==> src/design/dui_pkg.sv <==
// Shared types and constants of the def/use interval pruner.
// Used by every module of the block; depends on nothing.
`default_nettype none

package dui_pkg;

	localparam int ADDR_W  = 32;
	localparam int COUNT_W = 24;
	localparam int LEN_W   = 13;
	localparam int WIDTH_W = 4;
	localparam int CFG_W   = 32;
	localparam int CFG_IDX_W = 2;

	localparam logic [1:0] MODE_INSTR  = 2'd0;
	localparam logic [1:0] MODE_ACCESS = 2'd1;
	localparam logic [1:0] MODE_FLUSH  = 2'd2;

	localparam logic [1:0] KIND_READ  = 2'd0;
	localparam logic [1:0] KIND_WRITE = 2'd1;

	localparam logic [CFG_IDX_W-1:0] CFG_REGION_BASE   = 2'd0;
	localparam logic [CFG_IDX_W-1:0] CFG_REGION_LENGTH = 2'd1;
	localparam logic [CFG_IDX_W-1:0] CFG_INSTR_LIMIT   = 2'd2;

	localparam logic [LEN_W-1:0]   LEN_RESET   = 13'd4096;
	localparam logic [COUNT_W-1:0] LIMIT_RESET = 24'hFFFFFF;

	typedef struct packed {
		logic [COUNT_W-1:0] interval_start;
		logic [COUNT_W-1:0] interval_end;
		logic [ADDR_W-1:0]  end_ip;
		logic [ADDR_W-1:0]  byte_address;
		logic               needs_experiment;
	} result_t;

	typedef struct packed {
		logic               live;
		logic               emit;
		logic               need;
		logic [COUNT_W-1:0] ending;
		logic [COUNT_W-1:0] next_start;
	} eval_t;

	typedef struct packed {
		logic push;
		logic finish;
	} buf_cmd_t;

endpackage

`default_nettype wire

==> src/design/dui_result_buf.sv <==
// Result buffer: holds the newest result until it is known whether it is the
// last one of its event, and an output register towards the receiver. Uses dui_pkg.
`default_nettype none

module dui_result_buf (
	input  wire logic               clk,
	input  wire logic               arst_n,
	input  wire dui_pkg::buf_cmd_t  cmd,
	input  wire dui_pkg::result_t   res,
	output logic                    room,
	output logic                    out_valid,
	input  wire logic               out_stall,
	output dui_pkg::result_t        out_res,
	output logic                    out_last
);

	logic             pend_vq;
	logic             out_vq;
	dui_pkg::result_t pend_q;
	dui_pkg::result_t out_q;
	logic             out_last_q;
	logic             move;

	// The pending result can always advance when the output register frees up.
	assign room      = !pend_vq || !out_vq || !out_stall;
	assign move      = (cmd.push || cmd.finish) && pend_vq;
	assign out_valid = out_vq;
	assign out_res   = out_q;
	assign out_last  = out_last_q;

	always_ff @(posedge clk or negedge arst_n) begin
		if (!arst_n) begin
			pend_vq <= 1'b0;
			out_vq  <= 1'b0;
		end else begin
			out_vq <= move || (out_vq && out_stall);
			if (cmd.push) begin
				pend_vq <= 1'b1;
			end else if (cmd.finish) begin
				pend_vq <= 1'b0;
			end
		end
	end

	always_ff @(posedge clk) begin
		if (cmd.push) begin
			pend_q <= res;
		end
		if (move) begin
			out_q      <= pend_q;
			out_last_q <= cmd.finish;
		end
	end

`ifndef SYNTHESIS
	a_cmd_exclusive: assert property (@(posedge clk) disable iff (!arst_n)
		!(cmd.push && cmd.finish))
		else $error("push and finish issued together");
	a_cmd_has_room: assert property (@(posedge clk) disable iff (!arst_n)
		(cmd.push || cmd.finish) |-> room)
		else $error("buffer command issued without room");
	a_finish_drains: assert property (@(posedge clk) disable iff (!arst_n)
		cmd.finish |=> !pend_vq)
		else $error("pending result left after finish");
	a_push_holds: assert property (@(posedge clk) disable iff (!arst_n)
		cmd.push |=> (pend_vq && out_vq == ($past(pend_vq) || $past(out_vq && out_stall))))
		else $error("push lost a result");
`endif

endmodule

`default_nettype wire

==> config.mk <==
export PLATFORM = sky130hd
export DESIGN_NAME = dui_result_buf
export DESIGN_NICKNAME = d
export VERILOG_FILES = /design/src/design/dui_pkg.sv /design/src/design/dui_result_buf.sv
export SDC_FILE = /design/constraint.sdc
export NUM_CORES = 1
export LEC_CHECK = 0
export BUFFER_PORTS_ARGS = -buffer_cell sky130_fd_sc_hd__buf_4
export CAP_MARGIN = 10
export CORE_AREA = 2 2 122 124
export CTS_CLUSTER_DIAMETER = 40
export DETAILED_ROUTE_END_ITERATION = 8
export DIE_AREA = 0 0 124 126
export PLACE_DENSITY = 0.77
export SLEW_MARGIN = 40
export SYNTH_ARGS = -nofsm -noshare
export SYNTH_HDL_FRONTEND = slang
export SYNTH_SLANG_ARGS = --single-unit
==> constraint.sdc <==
create_clock -name clk -period 4.4 [get_ports clk]
set_input_delay 0.88 -clock clk [delete_from_list [all_inputs] [get_ports clk]]
set_output_delay 0.88 -clock clk [all_outputs]
set_load 0.02 [all_outputs]
==> run summary <==
The first routing iteration left 152 violations. The run gives 0.9955 as the sequential cell area fraction in the yosys report. Power spread over the standard cell area amounts to 514.9 mW/mm². The worst setup slack after layout is 2171 ps. The slack of the worst reg-to-reg path was 2530 ps; the maximum number of pins on one net before global-route repair was 60. The total clock buffers created by CTS is 26, and the final design area excluding fillers is 0.009696 mm². The worst setup path is of the input pin to flip-flop kind.

The number of placement rows came out at 44. Count of mapped cells out of synthesis: 234. The top fanout value on the critical path came out at 59. The post-synthesis cell type with the largest combined area was sky130_fd_sc_hd__edfxtp_1. The xor/xnor share of the synthesized area came out at 0.

The clock transition at the registers of the reported paths came out at 50 ps. The DRC violation count after routing is 0. In the layout the commonest cells are sky130_fd_sc_hd__buf_4, sky130_fd_sc_hd__edfxtp_1, sky130_fd_sc_hd__clkbuf_16. During placement, the flow inserted port buffers numbering 233.

Total congestion overflow after global routing: 0. After synthesis the netlist holds a flip-flop and latch count of 229. The clock net in this run drives a total of 229 sinks.

For the placed cell area, the log shows 0.008915 mm². The die outline height was 126 µm; the max-cap violation count was 0. The tools report the register cell area after layout as 0.006867 mm².

Before CTS, the worst setup slack after placement is 1646 ps. For this run, the number of Yosys warnings is 0. The multi-input logic area was 35.03 µm². The nature of the critical path endpoint was a flip-flop. The number of global-route vias before repair is 3347, and the number of top-level pins is 234. The run gives 0 as the number of failing hold endpoints at the final stage.

The first global-routing pass estimated 18.19 mm of wire. Relative to the synthesized area, the layout overhead comes to 40.56%. The share of the synthesized area in compound gates (AO/OA/AOI/OAI) was 0.003265. The number of hold buffers added after CTS was 0. 0 antenna diodes ended up in the layout. The share of the synthesized area in the top cell type came out at 0.9882. The global routing usage summed across all routing layers is 0.1572, and the final net count is 617.

The post-route fraction of the period consumed by the critical path was 0.5067. The share of synthesized cell area in and, or, nand and nor gates works out to 0.0007256. The flow ran to the end, and the final reports show no timing, DRC or antenna violations. The most frequent standard cell in the layout excluding fill and tap cells is sky130_fd_sc_hd__buf_4. The routed layout has 3269 vias. The area of the mapped netlist is 0.006898 mm², and the static leakage is 3.787 nW. For the worst-skew pair, the clock arrives at the later sink with an insertion delay of 500 ps. The relative max-transition margin was 0.4996.

Traced cell by cell, the critical path runs through buf_4 -> buf_4 -> buf_4. STA classifies the critical path startpoint as an input pin. The tools report the required arrival time at the worst endpoint as 4520 ps. In this run the critical register-to-register path is launched from pend_vq. The endpoint of the lowest-slack register-to-register path is out_res[104].

Count of final setup violators: 0. The post-synthesis adder-cell area fraction is 0, and the number of antenna violations at the first check in global routing is 0. The share of synthesized area spent on multiplexers is 0. The worst-case IR drop observed on VDD is 0.4306 mV. The post-route minimum period is 2229 ps. The initial core utilization came out at 0.4819. For the pin with the worst max-slew slack, the measured transition is 750.6 ps. TritonCTS built the clock tree. Dividing the detail-routed via count by the number of cells gives 4.683.

The final weighted congestion in routability-driven placement is 0.7191. The die outline width is 124 µm, and the accumulated negative setup slack is 0 ps. The logs give 6 for the count of unique library cells instantiated by Yosys and 1 for the H-tree depth.

The average routed wire per standard cell is 18.07 µm, and the quantity of gates resized following cts is 0. The die covers 0.01562 mm². Static timing analysis puts the maximum clock frequency at 448.6 MHz.

For the final number of max-transition violations, the log shows 0. The placed instance count is 655. The wire length reported by the detailed router came out at 12.61 mm. The maximum root-to-sink buffer count came out at 3. Most frequent cell on the critical path: sky130_fd_sc_hd__buf_4.

The layout cell share with drive strength beyond 1 was 0.5292; the path depth of the worst reg2reg path was 2. Fill cells in the final layout number 933. The core region is 0.01431 mm².

The buffer type at the clock tree root is sky130_fd_sc_hd__clkbuf_16. The final instance count without filler cells came out at 698. In the post-synthesis netlist, the biggest area contributors are sky130_fd_sc_hd__edfxtp_1, sky130_fd_sc_hd__dfrtp_1, sky130_fd_sc_hd__a21o_1, sky130_fd_sc_hd__o21a_1, sky130_fd_sc_hd__nand3_1.

The delay of the slowest cell on the worst path was 720 ps. The master of the slowest instance on the critical path is sky130_fd_sc_hd__buf_4. Combinational family with the most area after synthesis: compound AO/OA/AOI/OAI gates. Setup repair after global routing left no endpoint under its margin. Across the routed clock network, the largest skew measured is 10.42 ps. Once detail routing completed, the nets flagged for antenna violations numbered 0. The wire-length estimate of the detail-placed layout is 8.645 mm.

When the netlist entered floorplanning its net count stood at 352. For the worst setup path, the data arrival time is 2350 ps. The type of the most critical hold path is input pin to async pin. Number of buffers inserted by post-CTS setup repair: 0. The mean area per synthesized cell is 29.48 µm², and the iteration count of the initial detailed-routing pass is 4.
==> area by class of cell <==
class,count,share of cell area
sequential,229,0.7082
timing repair buffer,237,0.1835
clock buffer,31,0.07123
tap,184,0.02375
clock inverter,12,0.009292
multi-input combinational,4,0.003613
inverter,1,0.0003871
==> critical path: cells and delay by family <==
kind	cells	cell delay, ps
buf+inv	3	1380
==> Yosys cell counts <==
master,count
sky130_fd_sc_hd__o21a_1,1
sky130_fd_sc_hd__nand3_1,1
sky130_fd_sc_hd__edfxtp_1,227
sky130_fd_sc_hd__a21o_1,2
sky130_fd_sc_hd__inv_1,1
sky130_fd_sc_hd__dfrtp_1,2
==> cell families (layout without fill, tap and decap cells) <==
| family | count (synthesis) | in the layout |
|---|---|---|
| AOI/OAI and AO/OA | 3 | 3 |
| and+or+nand+nor | 1 | 1 |
| DFF | 229 | 229 |
| buffers and inverters | 1 | 281 |
==> registers in the layout, indices dropped and copies added (netlist names) <==
name and count:
out_res 113, out_last 1, pend_q 113, pend_vq 1, out_valid 1
==> power by group <==
group / switching [W] / internal (W) / leakage, nW
combinational: 0.000223 / 0.000176 / 1.16
sequential: 0.0000535 / 0.00262 / 2.24
clock: 0.000756 / 0.00117 / 0.384
==> through the flow <==
step / hold WS, ps / utilization / total power, W
after detailed placement: 404.5 / 0.6228 / 0.003120
after global routing: 128.8 / 0.6774 / 0.005177
after floorplan: 400.3 / - / 0.002849
after CTS: 132.2 / 0.6774 / 0.005053
after global placement: 400.4 / 0.6228 / 0.003098
final: 150.3 / 0.6774 / 0.004992
==> worst max-delay path by stage <==
stage / cells past startpoint / endpoint / from / slack [ps]
3_3_place_gp: 3 / pend_q[3] / cmd[1] / 1740
4_1_cts: 3 / pend_q[109] / cmd[1] / 2180
3_5_place_dp: 3 / pend_q[109] / cmd[1] / 1650
5_1_grt: 3 / pend_q[54] / cmd[1] / 2080
2_1_floorplan: 1 / out_last / cmd[0] / 440
6_report: 3 / pend_q[54] / cmd[1] / 2170
==> metal layers <==
layer  part of all wire  vias to the layer above  wire [µm]  GRT usage
li1                   -                     1486          -          -
met1               0.37                     1582       4696     0.1934
met2               0.51                      178       6434     0.2673
met3               0.10                       23       1272    0.05072
met4              0.016                        0        207    0.04494
met5                  0                        -          0          0
(Power assumes the default switching activity.)
