File: src/design/dui_pkg.sv
// Shared types and constants of the def/use interval pruner.
// Used by every module of the block; depends on nothing.
`default_nettype none

package dui_pkg;

	localparam int ADDR_W  = 32;
	localparam int COUNT_W = 24;
	localparam int LEN_W   = 13;
	localparam int WIDTH_W = 4;
	localparam int CFG_W   = 32;
	localparam int CFG_IDX_W = 2;

	localparam logic [1:0] MODE_INSTR  = 2'd0;
	localparam logic [1:0] MODE_ACCESS = 2'd1;
	localparam logic [1:0] MODE_FLUSH  = 2'd2;

	localparam logic [1:0] KIND_READ  = 2'd0;
	localparam logic [1:0] KIND_WRITE = 2'd1;

	localparam logic [CFG_IDX_W-1:0] CFG_REGION_BASE   = 2'd0;
	localparam logic [CFG_IDX_W-1:0] CFG_REGION_LENGTH = 2'd1;
	localparam logic [CFG_IDX_W-1:0] CFG_INSTR_LIMIT   = 2'd2;

	localparam logic [LEN_W-1:0]   LEN_RESET   = 13'd4096;
	localparam logic [COUNT_W-1:0] LIMIT_RESET = 24'hFFFFFF;

	typedef struct packed {
		logic [COUNT_W-1:0] interval_start;
		logic [COUNT_W-1:0] interval_end;
		logic [ADDR_W-1:0]  end_ip;
		logic [ADDR_W-1:0]  byte_address;
		logic               needs_experiment;
	} result_t;

	typedef struct packed {
		logic               live;
		logic               emit;
		logic               need;
		logic [COUNT_W-1:0] ending;
		logic [COUNT_W-1:0] next_start;
	} eval_t;

	typedef struct packed {
		logic push;
		logic finish;
	} buf_cmd_t;

endpackage

`default_nettype wire

File: src/design/dui_byte_unit.sv
// Shared per-byte unit: window test of one byte address and the start/count
// comparison that decides emission and the new start. Depends on dui_pkg.
`default_nettype none

module dui_byte_unit #(
	parameter int WINDOW_BYTES = 4096,
	parameter int SLOT_W       = 12
) (
	input  wire logic [dui_pkg::ADDR_W-1:0]  byte_addr,
	input  wire logic [dui_pkg::ADDR_W-1:0]  base,
	input  wire logic [dui_pkg::LEN_W-1:0]   len,
	input  wire logic [dui_pkg::COUNT_W-1:0] start,
	input  wire logic [dui_pkg::COUNT_W-1:0] count,
	input  wire logic                        flush,
	input  wire logic [1:0]                  kind,
	output logic                             in_win,
	output logic      [SLOT_W-1:0]           slot,
	output dui_pkg::eval_t                   eval
);

	logic [dui_pkg::ADDR_W-1:0] off;
	logic [dui_pkg::ADDR_W-1:0] eff_len;

	always_comb begin
		off     = byte_addr - base;
		// The length register may exceed the table; the table size bounds it.
		eff_len = (32'(len) > 32'(WINDOW_BYTES)) ? 32'(WINDOW_BYTES) : 32'(len);
		in_win  = off < eff_len;
		slot    = off[SLOT_W-1:0];
	end

	always_comb begin
		if (flush) begin
			eval.live       = start < count;
			eval.emit       = start < count;
			eval.need       = 1'b0;
			eval.ending     = count - 24'd1;
			eval.next_start = count;
		end else begin
			eval.live       = start <= count;
			eval.emit       = (start <= count) &&
				(kind == dui_pkg::KIND_READ || kind == dui_pkg::KIND_WRITE);
			eval.need       = kind == dui_pkg::KIND_READ;
			eval.ending     = count;
			eval.next_start = count + 24'd1;
		end
	end

endmodule

`default_nettype wire

File: config.mk
export PLATFORM = sky130hd
export DESIGN_NAME = dui_byte_unit
export DESIGN_NICKNAME = d
export VERILOG_FILES = /design/src/design/dui_pkg.sv /design/src/design/dui_byte_unit.sv
export SDC_FILE = /design/constraint.sdc
export NUM_CORES = 1
export LEC_CHECK = 0
export BUFFER_PORTS_ARGS = -buffer_cell sky130_fd_sc_hd__buf_2
export CORE_UTILIZATION = 45
export DETAILED_ROUTE_END_ITERATION = 10
export PLACE_DENSITY_LB_ADDON = 0.05
export REMOVE_ABC_BUFFERS = 1
export SYNTH_ARGS = -nofsm -noshare
export SYNTH_HDL_FRONTEND = slang
export SYNTH_SLANG_ARGS = --single-unit
File: constraint.sdc
create_clock -name vclk -period 6.1
set_input_delay 0.61 -clock vclk [all_inputs]
set_output_delay 0.61 -clock vclk [all_outputs]
set_load 0.005 [all_outputs]
==> results.py, run 1 <==
metrics = {
    "outcome": {
        "status": "finished, final reports clean",
    },
    "floorplanning": {
        "die_area_sq_mm": 0.00873,
        "start_util": 0.477,
        "die-width_um": 93.4,
        "ios": 192,
        "num_rows": 32,
        "die_y_um": 93.4,
        "fp.coreArea_sq_mm": 0.00789,
    },
    "finish": {
        "diodes": 0,
        "area_growth_pct": 27.2,
        "nFillCells": 794,
        "nets": 936,
        "seq_cells": 0,
        "seqCellArea_sq_um": 0,
        "nClkBuffers": 0,
        "multiInputGateArea_sq_mm": 0.00342,
        "drive_above_1_share": 0.292,
        "final_cells": 838,
    },
    "worst_setup_path": {
        "cp-start-kind": "primary input",
        "path_class": "in2out",
        "crit_required_ps": 5490,
        "path_max_fanout": 4,
        "arrival_ps": 4350,
        "crit_path_end_kind": "output port",
    },
    "placed_design": {
        "dp_hpwl_um": 9960,
        "io_buffers": 192,
        "gp_congestion": 0.943,
        "dp_cells": 838,
        "place_ws_ps": 1180,
    },
    "global_route": {
        "grt_max_degree": 14,
        "antenna_found_initial": 0,
        "grt_pass1_vias": 4048,
        "grtUsageTotal": 0.250,
        "grt-ovfl-total": 0,
        "grt_pass1_wl_um": 18400,
    },
    "sta": {
        "max_freq_ghz": 0.202,
        "slew_viol_final": 0,
        "fin_crit_ps": 4960,
        "maxSlewHeadroom": 0.581,
        "setup_viol": 0,
        "holdWs_ps": 1440,
        "final.setup.worst_slack_ps": 1140,
        "finalHoldViolations": 0,
        "rsz0062_at_grt": "no",
        "fin_crit_sh": 0.813,
        "setup_tns_ps": 0,
        "worst_pin_slew_ps": 623,
    },
    "synth": {
        "yosysWarnings": 0,
        "synth.avg_cell_area_sq_um": 6.73,
        "ys_seq_area_frac": 0,
        "synthCells": 559,
        "netlist_area_sq_mm": 0.00376,
        "synth.distinct_cells": 59,
    },
    "clocking": {
        "post_cts_buffers": 0,
        "ctsResizeCount": 0,
        "cts_hold_buf": 0,
    },
    "drt": {
        "vias_per_cell": 5.45,
        "drc": 0,
        "detail_route.wl_per_cell_um": 13.5,
        "first_pass_iters": 4,
        "dr.first_iter.drc_count": 165,
        "ant_nets": 0,
        "vias": 4563,
        "routed_wl_um": 11300,
    },
    "power": {
        "leakagePower_nw": 2.47,
        "p_per_area_mw_per_mm2": 89.2,
        "ir_worst_vdd_uv": 55.1,
    },
    "worst_hold_path": {
        "hp-class": "in2out",
    },
    "run": {
        "drv_cap": 0,
    },
}
-- Yosys cell counts (all sizes together), types with 2 or more instances --
library cell | count | area [sq um]
inv | 70 | 263
ha | 69 | 863
xnor2 | 57 | 499
nand2 | 54 | 203
a21oi | 42 | 248
nor2 | 39 | 146
o21ai | 27 | 143
nand3 | 25 | 125
nand4 | 23 | 144
nor3 | 20 | 110
a21o | 14 | 105
clkbuf | 12 | 45.0
xor2 | 11 | 96.3
nand2b | 10 | 62.6
nor2b | 8 | 50.1
nor4 | 8 | 56.3
o211ai | 8 | 60.1
and3 | 6 | 37.5
a211oi | 5 | 42.5
a31oi | 5 | 31.3
buf | 4 | 28.8
o21a | 4 | 30.0
o21bai | 4 | 30.0
o31ai | 4 | 48.8
a221oi | 3 | 43.8
and2 | 2 | 12.5
mux2i | 2 | 20.0
o2111ai | 2 | 17.5
o22ai | 2 | 12.5
or3 | 2 | 12.5
-- cells in the final DEF, fill, tap and decap left out, types with 4 or more instances in the layout --
master,netlist,routed
and3_1,6,6
a21oi_1,36,36
xnor2_1,57,57
nor2_1,39,39
nand4_1,23,23
nor3_1,18,18
a21oi_2,4,4
xor2_1,11,11
ha_1,69,69
o21a_1,4,4
nand3_1,25,25
a211oi_1,4,4
nand2b_1,10,10
a31oi_1,5,5
nor4_1,7,7
nand2_1,54,54
o211ai_1,8,8
inv_1,70,70
o21bai_1,4,4
a21o_1,14,14
nor2b_1,8,8
buf_2,2,192
o21ai_1,6,6
o21ai_0,19,19
-- final timing paths --
check,start,endpoint,slack (ps),cells past startpoint
max,byte_addr[0],in_win,1140,21
min,kind[0],eval[48],1440,3
-- report_power, final --
group / switching (mW) / internal, mW / total (mW)
combinational: 0.234 / 0.192 / 0.427
clock: 0 / 0 / 0
sequential: 0 / 0 / 0
total: 0.234 / 0.192 / 0.427
-- kinds of logic after synthesis --
| family | after synthesis | synth area share |
|---|---|---|
| buf+inv | 86 | 0.0895 |
| compound gates | 129 | 0.240 |
| xor+xnor | 68 | 0.158 |
| mux | 3 | 0.00832 |
| fa+ha+maj | 70 | 0.235 |
| simple gates | 203 | 0.269 |
-- stage by stage --
stage                     power [mW]  utilization  instance area [sq um]
after detailed placement       0.422        0.606                   4780
after global routing           0.479        0.606                   4780
after floorplan                0.275            -                   3690
after CTS                      0.426        0.606                   4780
final                          0.427        0.606                   4780
after global placement         0.417        0.606                   4780
-- routing by layer --
layer / global-route usage / vias up / wire, um
li1: - / 2332 / -
met1: 0.338 / 2054 / 5150
met2: 0.457 / 169 / 5370
met3: 0.00976 / 8 / 683
met4: 0.0141 / 0 / 76
met5: 0 / - / 0
-- final cells by class --
type | count | share of cell area
inverter | 70 | 0.0549
multi-input combinational | 473 | 0.716
tap | 102 | 0.0267
timing repair buffer | 193 | 0.202
-- critical path, stage by stage --
cell and delay, ps:
buf_2 90, inv_1 50, ha_1 150, inv_1 50
fa_1 390, a21oi_1 250, o2bb2ai_2 130, o21ai_1 290
o31ai_4 140, xnor2_1 150, ha_1 210, a21oi_1 110
nand2_1 60, a221oi_1 230, o211ai_1 150, nor3_1 170
and4b_1 200, nand4_1 100, or4_1 500, nor3_2 150
buf_2 150
Note: power is estimated with default switching activity, not from simulation.
==> run 2, diff against run 1 <==
- CORE_UTILIZATION: 45 -> 44
- clock period: 6.1 -> 4.45 ns (I/O delays scaled with it)
==> run 2 against run 1 <==
  * Core utilization down 0.52 points
  * Final cell count up 1.1%
  * Critical path depth down 2
  * Total power up 48%
  * Clock-buffer cell count unchanged
  * Via count up 0.37%
  * Wire length up 4.8%
  * Critical path type unchanged
==> results.py, run 2 (same netlist as run 1, synthesis figures left out) <==
metrics = {
    "power": {
        "p_int_mw": 0.289,
        "swShare": 0.542,
        "leakagePower_nw": 2.53,
        "comb_power_share": 1.000,
        "p_seq_frac": 0,
        "ir_worst_vdd_uv": 70.9,
        "p_sw_mw": 0.342,
        "p_per_area_mw_per_mm2": 127,
        "p_clk_frac": 0,
    },
    "global_route": {
        "grt_pass1_wl_um": 18500,
        "grtUsageTotal": 0.247,
        "antenna_found_initial": 0,
        "grt_pass1_vias": 4149,
        "grt_max_degree": 14,
        "grt-ovfl-total": 0,
    },
    "worst_setup_path": {
        "arrival_ps": 3880,
        "cpMaxStageDelayCell": "or4_4",
        "worst_path_most_repeated_cell": "buf_4",
        "path_max_fanout": 3,
        "crit_path_end_kind": "output port",
        "critical_path_buf_inv_count": 6,
        "cp_cell_sequence": "buf_6, inv_4, ha_4, inv_2, fa_2, a21oi_4, o2bb2ai_4, nor2_2, xnor2_1, ha_1, buf_4, a2111oi_2, buf_4, nor3_1, and4b_1, nand4_1, or4_4, nor3_4, buf_2",
        "cpLargestDelayFamily": "simple AND/OR/NAND/NOR gates",
        "cp-start-kind": "primary input",
        "slowest_delay_ps": 550,
        "crit_required_ps": 4010,
        "path_class": "in2out",
    },
    "placed_design": {
        "gp_congestion": 0.977,
        "dp_cells": 844,
        "dp_hpwl_um": 10200,
        "io_buffers": 192,
        "place_area_sq_mm": 0.00481,
    },
    "finish": {
        "area_growth_pct": 32.0,
        "nClkBuffers": 0,
        "nFillCells": 839,
        "final_cells": 847,
        "final_cell_mix": "buf_2 (191), inv_1 (68), ha_1 (67), nand2_1 (54), xnor2_1 (54)",
        "seqCellArea_sq_um": 0,
        "nets": 942,
        "layout_commonest_cell": "buf_2",
        "diodes": 0,
        "design_area_sq_mm": 0.00496,
        "seq_cells": 0,
        "drive_above_1_share": 0.322,
    },
    "floorplanning": {
        "start_util": 0.455,
        "num_rows": 33,
        "fp.coreArea_sq_mm": 0.00826,
        "die-width_um": 94.5,
        "ios": 192,
        "die_y_um": 94.5,
        "die_area_sq_mm": 0.00892,
    },
    "clocking": {
        "cts_hold_buf": 0,
    },
    "sta": {
        "rsz0062_at_grt": "yes",
        "slew_viol_final": 0,
        "holdWs_ps": 1120,
        "worst_pin_slew_ps": 621,
        "finalHoldViolations": 0,
        "setup_viol": 0,
        "fin_crit_ps": 4320,
        "maxSlewHeadroom": 0.581,
        "max_freq_ghz": 0.231,
        "fin_crit_sh": 0.972,
        "setup_tns_ps": 0,
    },
    "outcome": {
        "status": "finished, final reports clean",
    },
    "drt": {
        "routed_wl_um": 11800,
        "drc": 0,
        "first_pass_iters": 5,
        "ant_nets": 0,
        "vias_per_cell": 5.41,
        "detail_route.wl_per_cell_um": 14.0,
        "dr.first_iter.drc_count": 182,
        "vias": 4580,
    },
    "run": {
        "drv_cap": 0,
    },
    "worst_hold_path": {
        "hp-class": "in2out",
    },
}
## run 2: per-stage QoR
step / power (mW) / worst slack (ps) / utilization
finish: 0.631 / 126 / 0.601
CTS: 0.596 / 37.1 / 0.583
floorplan: 0.377 / 473 / -
global placement: 0.581 / 14.6 / 0.582
global route: 0.704 / -57.7 / 0.601
detailed placement: 0.590 / -44.8 / 0.582
## run 2: area by class of cell
class / count / area [sq um] / area share
Inverter: 70 / 265 / 0.0534
Multi-Input combinational cell: 473 / 3550 / 0.715
Tap cell: 105 / 131 / 0.0265
Timing Repair Buffer: 199 / 1020 / 0.205
## run 2: repair_timing
action | CTS | global route
gates resized for setup | 2 | 26
setup endpoints to repair | 1 | 1
buffers inserted | 0 | 3
pin swaps | 0 | 14
## run 2: worst paths after layout
kind	depth (start not counted)	from	to	slack, ps
worst max-delay path	19	byte_addr[0]	in_win	130
worst min-delay path	3	kind[0]	eval[48]	1120
## run 2: routing by layer
metal / up-vias / track usage / share of wire
li1: 2339 / - / -
met5: - / 0 / 0
met1: 2051 / 0.333 / 0.45
met4: 0 / 0.0391 / 0.017
met3: 16 / 0.0137 / 0.065
met2: 174 / 0.438 / 0.47
## run 2: power groups by stage
| stage | clock (mW) | sequential, mW | combinational, mW |
|---|---|---|---|
| detailed placement | 0 | 0 | 0.590 |
| global placement | 0 | 0 | 0.581 |
| CTS | 0 | 0 | 0.596 |
| global route | 0 | 0 | 0.704 |
| floorplan | 0 | 0 | 0.377 |
| finish | 0 | 0 | 0.631 |
==> run 3, diff against run 2 <==
- CORE_ASPECT_RATIO: default -> 0.8
==> run 3 against run 2 <==
  * Global-route usage rose by 0.81 points
  * Flip-flop and latch count did not move
  * Combinational power fell by 1%
  * Largest cell class unchanged
  * Largest power group unchanged
==> results.py, run 3 (same netlist as run 1, synthesis figures left out) <==
metrics = {
    "outcome": {
        "status": "finished, final reports clean",
    },
    "finish": {
        "post-route-util": 0.604,
        "area_growth_pct": 30.0,
        "nFillCells": 818,
        "diodes": 0,
        "seq_cells": 0,
        "seqCellArea_sq_um": 0,
        "final_cell_mix": "buf_2 (192), inv_1 (68), ha_1 (67), xnor2_1 (57), nand2_1 (54)",
        "layout_commonest_cell": "buf_2",
        "nets": 939,
        "nClkBuffers": 0,
        "drive_above_1_share": 0.317,
    },
    "sta": {
        "fin_crit_sh": 0.955,
        "setup_viol": 0,
        "maxSlewHeadroom": 0.547,
        "slew_viol_final": 0,
        "fin_crit_ps": 4250,
        "worst_pin_slew_ps": 673,
        "finalHoldViolations": 0,
        "max_freq_ghz": 0.235,
        "setup_tns_ps": 0,
    },
    "global_route": {
        "antenna_found_initial": 0,
        "grt_pass1_wl_um": 19200,
        "grtUsageTotal": 0.255,
        "grt_pass1_vias": 4187,
        "grt_max_degree": 14,
        "grt-ovfl-total": 0,
    },
    "worst_setup_path": {
        "crit_required_ps": 4010,
        "path_max_fanout": 3,
        "arrival_ps": 3800,
        "crit_path_end_kind": "output port",
        "path_class": "in2out",
        "cp-start-kind": "primary input",
    },
    "drt": {
        "vias_per_cell": 5.49,
        "ant_nets": 0,
        "routed_wl_um": 12200,
        "dr.first_iter.drc_count": 201,
        "vias": 4651,
        "drc": 0,
        "detail_route.wl_per_cell_um": 14.5,
        "first_pass_iters": 5,
    },
    "placed_design": {
        "io_buffers": 192,
        "gp_congestion": 0.903,
        "dp_hpwl_um": 10500,
    },
    "power": {
        "swShare": 0.552,
        "p_per_area_mw_per_mm2": 127,
        "p_int_mw": 0.280,
        "p_sw_mw": 0.344,
        "ir_worst_vdd_uv": 93.4,
        "finalPower_mw": 0.623,
        "leakagePower_nw": 2.49,
        "comb_power_share": 1.000,
        "p_clk_frac": 0,
        "p_seq_frac": 0,
    },
    "worst_hold_path": {
        "hp-class": "in2out",
        "worstHoldPathCells": 3,
    },
    "floorplanning": {
        "die_y_um": 84.7,
        "ios": 192,
        "num_rows": 29,
        "start_util": 0.465,
        "die-width_um": 105,
        "fp.coreArea_sq_mm": 0.00809,
        "die_area_sq_mm": 0.00892,
    },
    "run": {
        "drv_cap": 0,
    },
}
==> run 3: changes by cell type in the layout (fill, tap and decap cells not counted), sizes merged <==
cell,previous run,this run
buf,199,196
==> run 3: layer usage <==
metal	vias to the layer above	wire, um	track usage
met4	0	210	0.0474
met1	2100	5850	0.362
met3	16	842	0.0124
met5	-	0	0
li1	2336	-	-
met2	199	5340	0.429
==> run 3: per-stage QoR <==
| step | area [sq um] | setup WS [ps] | instances | hold slack (ps) |
|---|---|---|---|---|
| floorplan | 3690 | 473 | 543 | 920 |
| detailed placement | 4810 | -19.7 | 846 | 1110 |
| CTS | 4810 | 19.5 | 846 | 1120 |
| global placement | 4810 | 28.0 | 846 | 1110 |
| global route | 4890 | -43.9 | 847 | 1140 |
| finish | 4890 | 202 | 847 | 1110 |
==> run 3: final timing paths <==
path | startpoint | endpoint | slack (ps)
min | kind[0] | eval[48] | 1110
max | byte_addr[0] | in_win | 200
==> run 3: cell type report <==
class	count	area (sq um)	area share
well taps	108	135	0.0276
inverters	70	263	0.0537
repair buffers	196	991	0.203
multi-input cells	473	3500	0.716
==> run 3: what timing repair did <==
item | in CTS | in global routing
endpoints found under the setup margin | 1 | 1
setup buffers | 0 | 1
gates resized for setup | 2 | 18
hold buffers | 0 | 0
pin swaps | 0 | 6
==> run 3: power groups by stage <==
stage,combinational (mW),sequential [mW],clock [mW]
2_1_floorplan,0.377,0,0
3_3_place_gp,0.578,0,0
3_5_place_dp,0.587,0,0
4_1_cts,0.594,0,0
5_1_grt,0.689,0,0
6_report,0.623,0,0
==> run 3: worst max-delay path, stage by stage <==
cell       delay (ps)
buf_2             100
inv_2              60
ha_4              130
inv_2              30
fa_2              360
a21oi_2           180
o2bb2ai_2         100
buf_4             150
o31ai_4           200
nand2_1           120
xor2_2            170
ha_1              320
nand3_2            70
o211ai_1          150
nand4_1           130
and4b_1           200
nand4_1           140
or4_4             510
nor3_2            110
buf_2             130
